### config.mk
export PLATFORM = sky130hd
export DESIGN_NAME = frame_paced_tick_governor
export DESIGN_NICKNAME = d
export VERILOG_FILES = /design/src/sv/fptg_pkg.sv /design/src/sv/frame_paced_tick_governor.sv
export SDC_FILE = /design/constraint.sdc
export NUM_CORES = 1
export LEC_CHECK = 0
export BUFFER_PORTS_ARGS = -buffer_cell sky130_fd_sc_hd__buf_2
export CELL_PAD_IN_SITES_DETAIL_PLACEMENT = 1
export CELL_PAD_IN_SITES_GLOBAL_PLACEMENT = 1
export CORE_AREA = 2 2 118 120
export DETAILED_ROUTE_END_ITERATION = 12
export DIE_AREA = 0 0 120 122
export PLACE_DENSITY = 0.82
export REMOVE_ABC_BUFFERS = 1
export SYNTH_ARGS = -nofsm -noshare
export SYNTH_HDL_FRONTEND = slang
export SYNTH_SLANG_ARGS = --single-unit
### constraint.sdc
create_clock -name i_clk -period 3.7 [get_ports i_clk]
set_input_delay 0.185 -clock i_clk [delete_from_list [all_inputs] [get_ports i_clk]]
set_output_delay 0.185 -clock i_clk [all_outputs]
set_load 0.02 [all_outputs]
### src/sv/fptg_pkg.sv
// ----------------------------------------------------------------------------
// fptg_pkg
// Shared types and constants of the frame-paced tick governor.
// ----------------------------------------------------------------------------
package fptg_pkg;

    localparam int unsigned FrameRateW  = 8;
    localparam int unsigned TickRateW   = 6;
    localparam int unsigned GuardW      = 16;
    localparam int unsigned FailW       = 4;
    localparam int unsigned BudgetW     = 8;
    localparam int unsigned SumW        = 9;
    localparam int unsigned CfgIndexW   = 2;
    localparam int unsigned CfgDataW    = 16;
    localparam int unsigned DivCountW   = 4;

    localparam logic [FrameRateW-1:0] FrameRateReset  = 8'd50;
    localparam logic [TickRateW-1:0]  TickRateReset   = 6'd8;
    localparam logic [GuardW-1:0]     GuardLimitReset = 16'd4000;
    localparam logic [FailW-1:0]      FailLimitReset  = 4'd3;

    localparam logic [FailW-1:0]      FailMax         = 4'd15;
    localparam logic [BudgetW-1:0]    BudgetMax       = 8'd255;

    typedef enum logic [1:0] {
        OP_BEGIN_TICK = 2'd0,
        OP_WORK_POLL  = 2'd1,
        OP_WAIT_POLL  = 2'd2,
        OP_NONE       = 2'd3
    } t_opcode;

    typedef enum logic [CfgIndexW-1:0] {
        CFG_FRAME_RATE  = 2'd0,
        CFG_TICK_RATE   = 2'd1,
        CFG_GUARD_LIMIT = 2'd2,
        CFG_FAIL_LIMIT  = 2'd3
    } t_cfg_index;

endpackage

### src/sv/frame_paced_tick_governor.sv
// A begin-tick item has an accept step, nine restoring-division steps
// through a single 7-bit subtract/compare unit to split the frame sum
// into budget and remainder, and a step that loads the result register.
// With a zero tick_rate the division is skipped; pulse and wait polls
// also go straight to the result step. A result that waits on i_ready
// holds the sequencer in its last step. Input ready is high only while
// the sequencer is idle; configuration writes are always taken.
// ----------------------------------------------------------------------------
// frame_paced_tick_governor
// Paces ticks against a frame pulse with a fractional budget and a watchdog.
// ----------------------------------------------------------------------------
module frame_paced_tick_governor (
    input  logic                           i_clk,
    input  logic                           i_rst_n,
    input  logic                           i_valid,
    output logic                           o_ready,
    input  logic [1:0]                     i_opcode,
    input  logic                           i_pulse_level,
    output logic                           o_valid,
    input  logic                           i_ready,
    output logic                           o_wait_over,
    output logic                           o_timed_out,
    output logic [fptg_pkg::BudgetW-1:0]   o_budget_left,
    output logic                           o_pacing_off,
    input  logic                           i_cfg_valid,
    output logic                           o_cfg_ready,
    input  logic [fptg_pkg::CfgIndexW-1:0] i_cfg_index,
    input  logic [fptg_pkg::CfgDataW-1:0]  i_cfg_data
);

    typedef enum logic [1:0] {
        S_IDLE,
        S_DIV,
        S_DONE
    } t_state;

    t_state r_state, n_state;

    logic [fptg_pkg::FrameRateW-1:0] r_frame_rate;
    logic [fptg_pkg::TickRateW-1:0]  r_tick_rate;
    logic [fptg_pkg::GuardW-1:0]     r_guard_limit;
    logic [fptg_pkg::FailW-1:0]      r_fail_limit;

    logic [fptg_pkg::BudgetW-1:0]    r_acc, n_acc;
    logic [fptg_pkg::BudgetW-1:0]    r_budget, n_budget;
    logic                            r_last, n_last;
    logic [fptg_pkg::GuardW-1:0]     r_guard, n_guard;
    logic [fptg_pkg::FailW-1:0]      r_fail_count, n_fail_count;
    logic                            r_disabled, n_disabled;
    logic                            r_wait_fin, n_wait_fin;
    logic                            r_tout, n_tout;

    logic [fptg_pkg::SumW-1:0]       r_div_sh, n_div_sh;
    logic [fptg_pkg::TickRateW-1:0]  r_rem, n_rem;
    logic [fptg_pkg::SumW-1:0]       r_quo, n_quo;
    logic [fptg_pkg::DivCountW-1:0]  r_cnt, n_cnt;

    logic                            r_o_valid, n_o_valid;
    logic                            r_o_wait_over, n_o_wait_over;
    logic                            r_o_timed_out, n_o_timed_out;
    logic [fptg_pkg::BudgetW-1:0]    r_o_budget, n_o_budget;
    logic                            r_o_pacing_off, n_o_pacing_off;

    logic [fptg_pkg::SumW-1:0]       w_sum;
    logic [fptg_pkg::TickRateW:0]    w_trial;
    logic                            w_ge;
    logic [fptg_pkg::TickRateW:0]    w_diff;
    logic [fptg_pkg::GuardW-1:0]     w_guard_dec;
    logic [fptg_pkg::FailW-1:0]      w_fail_inc;
    logic                            w_accept;
    fptg_pkg::t_opcode               w_op;

    assign o_ready       = (r_state == S_IDLE);
    assign o_cfg_ready   = 1'b1;
    assign o_valid       = r_o_valid;
    assign o_wait_over   = r_o_wait_over;
    assign o_timed_out   = r_o_timed_out;
    assign o_budget_left = r_o_budget;
    assign o_pacing_off  = r_o_pacing_off;

    assign w_accept    = i_valid && o_ready;
    assign w_op        = fptg_pkg::t_opcode'(i_opcode);
    assign w_sum       = {1'b0, r_acc} + {1'b0, r_frame_rate};
    assign w_trial     = {r_rem, r_div_sh[fptg_pkg::SumW-1]};
    assign w_ge        = (w_trial >= {1'b0, r_tick_rate});
    assign w_diff      = w_trial - {1'b0, r_tick_rate};
    assign w_guard_dec = (r_guard != '0) ? r_guard - 1'b1 : '0;
    assign w_fail_inc  = (r_fail_count < fptg_pkg::FailMax) ? r_fail_count + 1'b1
                                                           : r_fail_count;

    always_comb begin
        n_state        = r_state;
        n_acc          = r_acc;
        n_budget       = r_budget;
        n_last         = r_last;
        n_guard        = r_guard;
        n_fail_count   = r_fail_count;
        n_disabled     = r_disabled;
        n_wait_fin     = r_wait_fin;
        n_tout         = r_tout;
        n_div_sh       = r_div_sh;
        n_rem          = r_rem;
        n_quo          = r_quo;
        n_cnt          = r_cnt;
        n_o_valid      = r_o_valid && !i_ready;
        n_o_wait_over  = r_o_wait_over;
        n_o_timed_out  = r_o_timed_out;
        n_o_budget     = r_o_budget;
        n_o_pacing_off = r_o_pacing_off;

        case (r_state)
            S_IDLE: begin
                if (w_accept) begin
                    n_tout  = 1'b0;
                    n_state = S_DONE;
                    case (w_op)
                        fptg_pkg::OP_BEGIN_TICK: begin
                            n_guard    = r_guard_limit;
                            n_wait_fin = 1'b0;
                            if (r_tick_rate == '0) begin
                                n_budget = fptg_pkg::BudgetMax;
                                n_acc    = '0;
                            end else begin
                                n_div_sh = w_sum;
                                n_rem    = '0;
                                n_quo    = '0;
                                n_cnt    = fptg_pkg::DivCountW'(fptg_pkg::SumW);
                                n_state  = S_DIV;
                            end
                        end
                        fptg_pkg::OP_WORK_POLL: begin
                            if (i_pulse_level != r_last) begin
                                n_last = i_pulse_level;
                                if (i_pulse_level && r_budget != '0) begin
                                    n_budget = r_budget - 1'b1;
                                end
                            end
                        end
                        fptg_pkg::OP_WAIT_POLL: begin
                            if (r_disabled || r_wait_fin) begin
                                n_wait_fin = 1'b1;
                            end else if (r_budget == '0) begin
                                n_fail_count = '0;
                                n_wait_fin   = 1'b1;
                            end else begin
                                n_guard = w_guard_dec;
                                if (w_guard_dec == '0) begin
                                    n_tout       = 1'b1;
                                    n_fail_count = w_fail_inc;
                                    if (w_fail_inc >= r_fail_limit) begin
                                        n_disabled = 1'b1;
                                    end
                                    n_wait_fin = 1'b1;
                                end else if (i_pulse_level != r_last) begin
                                    n_last = i_pulse_level;
                                    if (i_pulse_level) begin
                                        n_budget = r_budget - 1'b1;
                                        if (r_budget == 8'd1) begin
                                            n_fail_count = '0;
                                            n_wait_fin   = 1'b1;
                                        end
                                    end
                                end
                            end
                        end
                        default: begin
                        end
                    endcase
                end
            end
            S_DIV: begin
                n_div_sh = {r_div_sh[fptg_pkg::SumW-2:0], 1'b0};
                n_quo    = {r_quo[fptg_pkg::SumW-2:0], w_ge};
                n_rem    = w_ge ? w_diff[fptg_pkg::TickRateW-1:0]
                                : w_trial[fptg_pkg::TickRateW-1:0];
                n_cnt    = r_cnt - 1'b1;
                if (r_cnt == 4'd1) begin
                    n_acc    = {{(fptg_pkg::BudgetW-fptg_pkg::TickRateW){1'b0}}, n_rem};
                    n_budget = n_quo[fptg_pkg::SumW-1] ? fptg_pkg::BudgetMax
                                                        : n_quo[fptg_pkg::BudgetW-1:0];
                    n_state  = S_DONE;
                end
            end
            S_DONE: begin
                if (!r_o_valid || i_ready) begin
                    n_o_valid      = 1'b1;
                    n_o_wait_over  = r_wait_fin;
                    n_o_timed_out  = r_tout;
                    n_o_budget     = r_budget;
                    n_o_pacing_off = r_disabled;
                    n_state        = S_IDLE;
                end
            end
            default: begin
                n_state = S_IDLE;
            end
        endcase
    end

    always_ff @(posedge i_clk) begin
        if (!i_rst_n) begin
            r_state       <= S_IDLE;
            r_frame_rate  <= fptg_pkg::FrameRateReset;
            r_tick_rate   <= fptg_pkg::TickRateReset;
            r_guard_limit <= fptg_pkg::GuardLimitReset;
            r_fail_limit  <= fptg_pkg::FailLimitReset;
            r_acc         <= '0;
            r_budget      <= '0;
            r_last        <= 1'b0;
            r_guard       <= '0;
            r_fail_count  <= '0;
            r_disabled    <= 1'b0;
            r_wait_fin    <= 1'b0;
            r_tout        <= 1'b0;
            r_o_valid     <= 1'b0;
        end else begin
            r_state      <= n_state;
            r_acc        <= n_acc;
            r_budget     <= n_budget;
            r_last       <= n_last;
            r_guard      <= n_guard;
            r_fail_count <= n_fail_count;
            r_disabled   <= n_disabled;
            r_wait_fin   <= n_wait_fin;
            r_tout       <= n_tout;
            r_o_valid    <= n_o_valid;
            if (i_cfg_valid) begin
                case (fptg_pkg::t_cfg_index'(i_cfg_index))
                    fptg_pkg::CFG_FRAME_RATE:
                        r_frame_rate <= i_cfg_data[fptg_pkg::FrameRateW-1:0];
                    fptg_pkg::CFG_TICK_RATE:
                        r_tick_rate <= i_cfg_data[fptg_pkg::TickRateW-1:0];
                    fptg_pkg::CFG_GUARD_LIMIT:
                        r_guard_limit <= i_cfg_data[fptg_pkg::GuardW-1:0];
                    fptg_pkg::CFG_FAIL_LIMIT:
                        r_fail_limit <= i_cfg_data[fptg_pkg::FailW-1:0];
                    default: begin
                    end
                endcase
            end
        end
        r_div_sh       <= n_div_sh;
        r_rem          <= n_rem;
        r_quo          <= n_quo;
        r_cnt          <= n_cnt;
        r_o_wait_over  <= n_o_wait_over;
        r_o_timed_out  <= n_o_timed_out;
        r_o_budget     <= n_o_budget;
        r_o_pacing_off <= n_o_pacing_off;
    end

    a_disabled_sticky: assert property (@(posedge i_clk) disable iff (!i_rst_n)
        r_disabled |=> r_disabled)
        else $error("pacing re-enabled after disable");

    a_disabled_has_fail: assert property (@(posedge i_clk) disable iff (!i_rst_n)
        r_disabled |-> (r_fail_count != '0))
        else $error("pacing disabled with no recorded timeout");

    a_timeout_ends_wait: assert property (@(posedge i_clk) disable iff (!i_rst_n)
        (o_valid && o_timed_out) |-> o_wait_over)
        else $error("timeout reported without end of wait");

    a_rem_bounded: assert property (@(posedge i_clk) disable iff (!i_rst_n)
        (r_state == S_DIV) |-> ({1'b0, r_rem} < {1'b0, r_tick_rate}))
        else $error("division remainder out of range");

endmodule
==> flow_metrics.env <==
export IMPL_fp_coreArea_um2=13500
export IMPL_grt_pass1_vias=5229
export IMPL_final_cells=880
export IMPL_synth_seq_cells=113
export IMPL_r2r_cells=8
export IMPL_drtIter0Drc=276
export IMPL_synth_main_ff_cell="dfxtp_1"
export IMPL_status="finished clean"
export IMPL_seq_power_share_pct=38.9
export IMPL_whs_path_depth=3
export IMPL_slew_headroom_pct=37.6
export IMPL_async_reset_ff_share_pct=0
export IMPL_critPathLaunchType="flop"
export IMPL_worst_slew_pin_slew_ns=0.935
export IMPL_yosys_warnings=0
export IMPL_timing_rr_start="r_budget[0]$_SDFFE_PN0P_"
export IMPL_peakVddDrop_mv=0.241
export IMPL_finalWirelength_um=15800
export IMPL_dp_hpwl_um=10700
export IMPL_cts_buffers=17
export IMPL_min_path_type="in2reg"
export IMPL_overflow=0
export IMPL_cts_tree="yes"
export IMPL_clock_sinks=113
export IMPL_critPathSlowestCell="o21a_1"
export IMPL_synth_edf_count=38
export IMPL_finalSetupViolCount=0
export IMPL_critPathRequiredTime_ns=3.98
export IMPL_syn_to_final_growth_pct=15.4
export IMPL_portBuffers=38
export IMPL_syn_inst=654
export IMPL_firstDrtPassIters=4
export IMPL_antenna_left=0
export IMPL_ys_top_cells_by_area="dfxtp_1, edfxtp_1, ha_1"
export IMPL_syn_avg_cell_area_um2=9.07
export IMPL_cts_resized_gates=0
export IMPL_ios=40
export IMPL_final_max_slew_violation_count=0
export IMPL_path_max_fanout=24
export IMPL_grt_max_degree=52
export IMPL_final_cell_mix="dfxtp_1, nand2_1, nor2_1"
export IMPL_synth_top_area_share_pct=25.3
export IMPL_grt_pass1_wl_um=26000
export IMPL_setup_tns_ns=0
export IMPL_clockBufferDepth=2
export IMPL_power_frac_comb_pct=19.9
export IMPL_clk_pin_slew_worst_paths_ns=0.05
export IMPL_routed_via_density=5.72
export IMPL_cp_cell_sequence="inv_1, ha_1, a311oi_1, and2_1, o21a_1, o21ai_0, a22oi_1, nor2_1"
export IMPL_vias=5037
export IMPL_p_sw_uw=1080
export IMPL_ys_seq_area_share_pct=44.6
export IMPL_start_util_pct=43.9
export IMPL_fin_skew_ns=0.00644
export IMPL_die_x_um=120
export IMPL_power_internal_uw=2640
export IMPL_insertedDiodeCount=0
export IMPL_fin_hold_ws_ns=0.0277
export IMPL_clk_latency_ns=0.42
export IMPL_final_common_cell="dfxtp_1"
export IMPL_cts_root_buffer="clkbuf_16"
export IMPL_finalWeightedCongestion=0.890
export IMPL_crit_type="reg2reg"
export IMPL_grt_usage_pct=22.7
export IMPL_avgRoutedWirePerCell_um=17.9
export IMPL_hold_start="i_cfg_data[10]"
export IMPL_die_h_um=122
export IMPL_worstSetupEndpointType="flop"
export IMPL_power_density_nw_per_um2=544
export IMPL_synthesis_area_um2=5930
export IMPL_post_route_min_period_ns=3.01
export IMPL_p_leak_uw=0.00270
export IMPL_fmax_ghz=0.332
export IMPL_cpPeakStageDelay_ns=0.73
export IMPL_place_inst=844
export IMPL_std_cell_rows=43
export IMPL_crit_path_start="r_budget[0]$_SDFFE_PN0P_"
export IMPL_h_tree_depth=4
export IMPL_total_power_uw=3720
export IMPL_die_area_um2=14600
export IMPL_worstPathArrival_ns=3.29
export IMPL_rsz0062_at_grt="false"
export IMPL_drc=0
export IMPL_hold_violations=0
export IMPL_fin_crit_sh_pct=81.3
export IMPL_antenna_found_initial=0
export IMPL_max_cap_violations=0
export IMPL_final_layout_size_suffix_gt1_share_pct=12.0
export IMPL_p_sw_share_pct=29.0
export IMPL_layout_nets=741
export IMPL_p_clk_share_pct=41.2
export IMPL_synth_largest_area_cell="dfxtp_1"
export IMPL_synth_distinct_cells=77
export IMPL_fillers=1588
==> area by class of cell <==
cell class	count	area, um2	share of cell area [%]
clock inverter	6	55.1	0.805
multi-input combinational	471	3010	44.0
timing repair buffer	47	268	3.91
sequential	113	2640	38.6
inverter	37	139	2.03
tap	180	225	3.29
clock buffer	26	499	7.30
==> critical path, delay by kind of cell, from the launching register on <==
family	cells	cell delay (ns)
flops	1	0.43
fa+ha+maj	1	0.25
buf+inv	1	0.12
compound gates	4	1.68
simple gates	2	0.37
==> state kept, by name, indices dropped and copies added (netlist names), 2 cells and up <==
register       flops
r_tick_rate        6
r_fail_limit       4
r_state            2
r_acc              6
r_frame_rate       8
r_cnt              4
r_div_sh           9
r_budget           8
r_guard           16
r_rem              6
r_quo              8
r_fail_count       4
r_guard_limit     16
o_budget_left      8
==> metal layers <==
| metal | up-vias | wire length [um] | GRT usage, % |
|---|---|---|---|
| met1 | 2498 | 7150 | 29.3 |
| met4 | 0 | 300 | 8.82 |
| met3 | 27 | 606 | 5.15 |
| li1 | 2412 | - | - |
| met5 | - | 0 | 0 |
| met2 | 100 | 7710 | 37.3 |
==> cells by family (layout without fill, tap and decap cells) <==
kind of cell               after synthesis  count (layout)  synth area share, %
muxes                                   21              21                 3.57
adders and majority gates               28              28                 6.16
and+or+nand+nor                        253             253                 21.7
buffers and inverters                   70             116                 4.66
AOI/OAI and AO/OA                      149             149                 16.5
DFF                                    113             113                 44.6
xor gates and xnor gates                19              19                 2.81
other                                    1               1               0.0632
==> power groups by stage <==
stage / combinational, uW / clock, uW / sequential (uW)
floorplan: 517 / 0 / 1450
global placement: 687 / 0 / 1460
detailed placement: 719 / 0 / 1470
CTS: 739 / 1560 / 1450
global route: 822 / 1610 / 1460
finish: 741 / 1530 / 1450
==> what timing repair did <==
item | CTS | global route
buffers inserted | 0 | 0
hold endpoints to repair | 4 | 0
hold buffers | 4 | 0
==> per-stage QoR <==
stage | util, % | setup WS, ns | instance area (um2)
finish | 50.7 | 0.692 | 6840
global route | 50.7 | 0.381 | 6840
CTS | 50.7 | 0.727 | 6840
detailed placement | 46.3 | 0.815 | 6250
global placement | 46.3 | 0.862 | 6250
floorplan | - | 1.32 | 5790
==> synthesized netlist by cell type (all sizes together), types with 11 or more instances <==
master / instances
ha: 26
inv: 37
mux2i: 20
edfxtp: 38
dfxtp: 75
nor2: 67
nand3: 17
and2: 12
a21oi: 51
nand2b: 12
nor3: 12
nor4: 11
o21ai: 26
xnor2: 14
nand2: 70
clkbuf: 27
==> path summary, 6_finish.rpt <==
kind                                    endpoint  slack (ns)
hold reg to reg            o_timed_out$_DFFE_PP_        0.44
hold / removal    r_guard_limit[10]$_SDFFE_PN1P_        0.03
setup / recovery         r_guard[4]$_SDFFE_PN0P_        0.69
setup reg to reg         r_guard[4]$_SDFFE_PN0P_        0.69
Power figures use the tool's default switching activity.
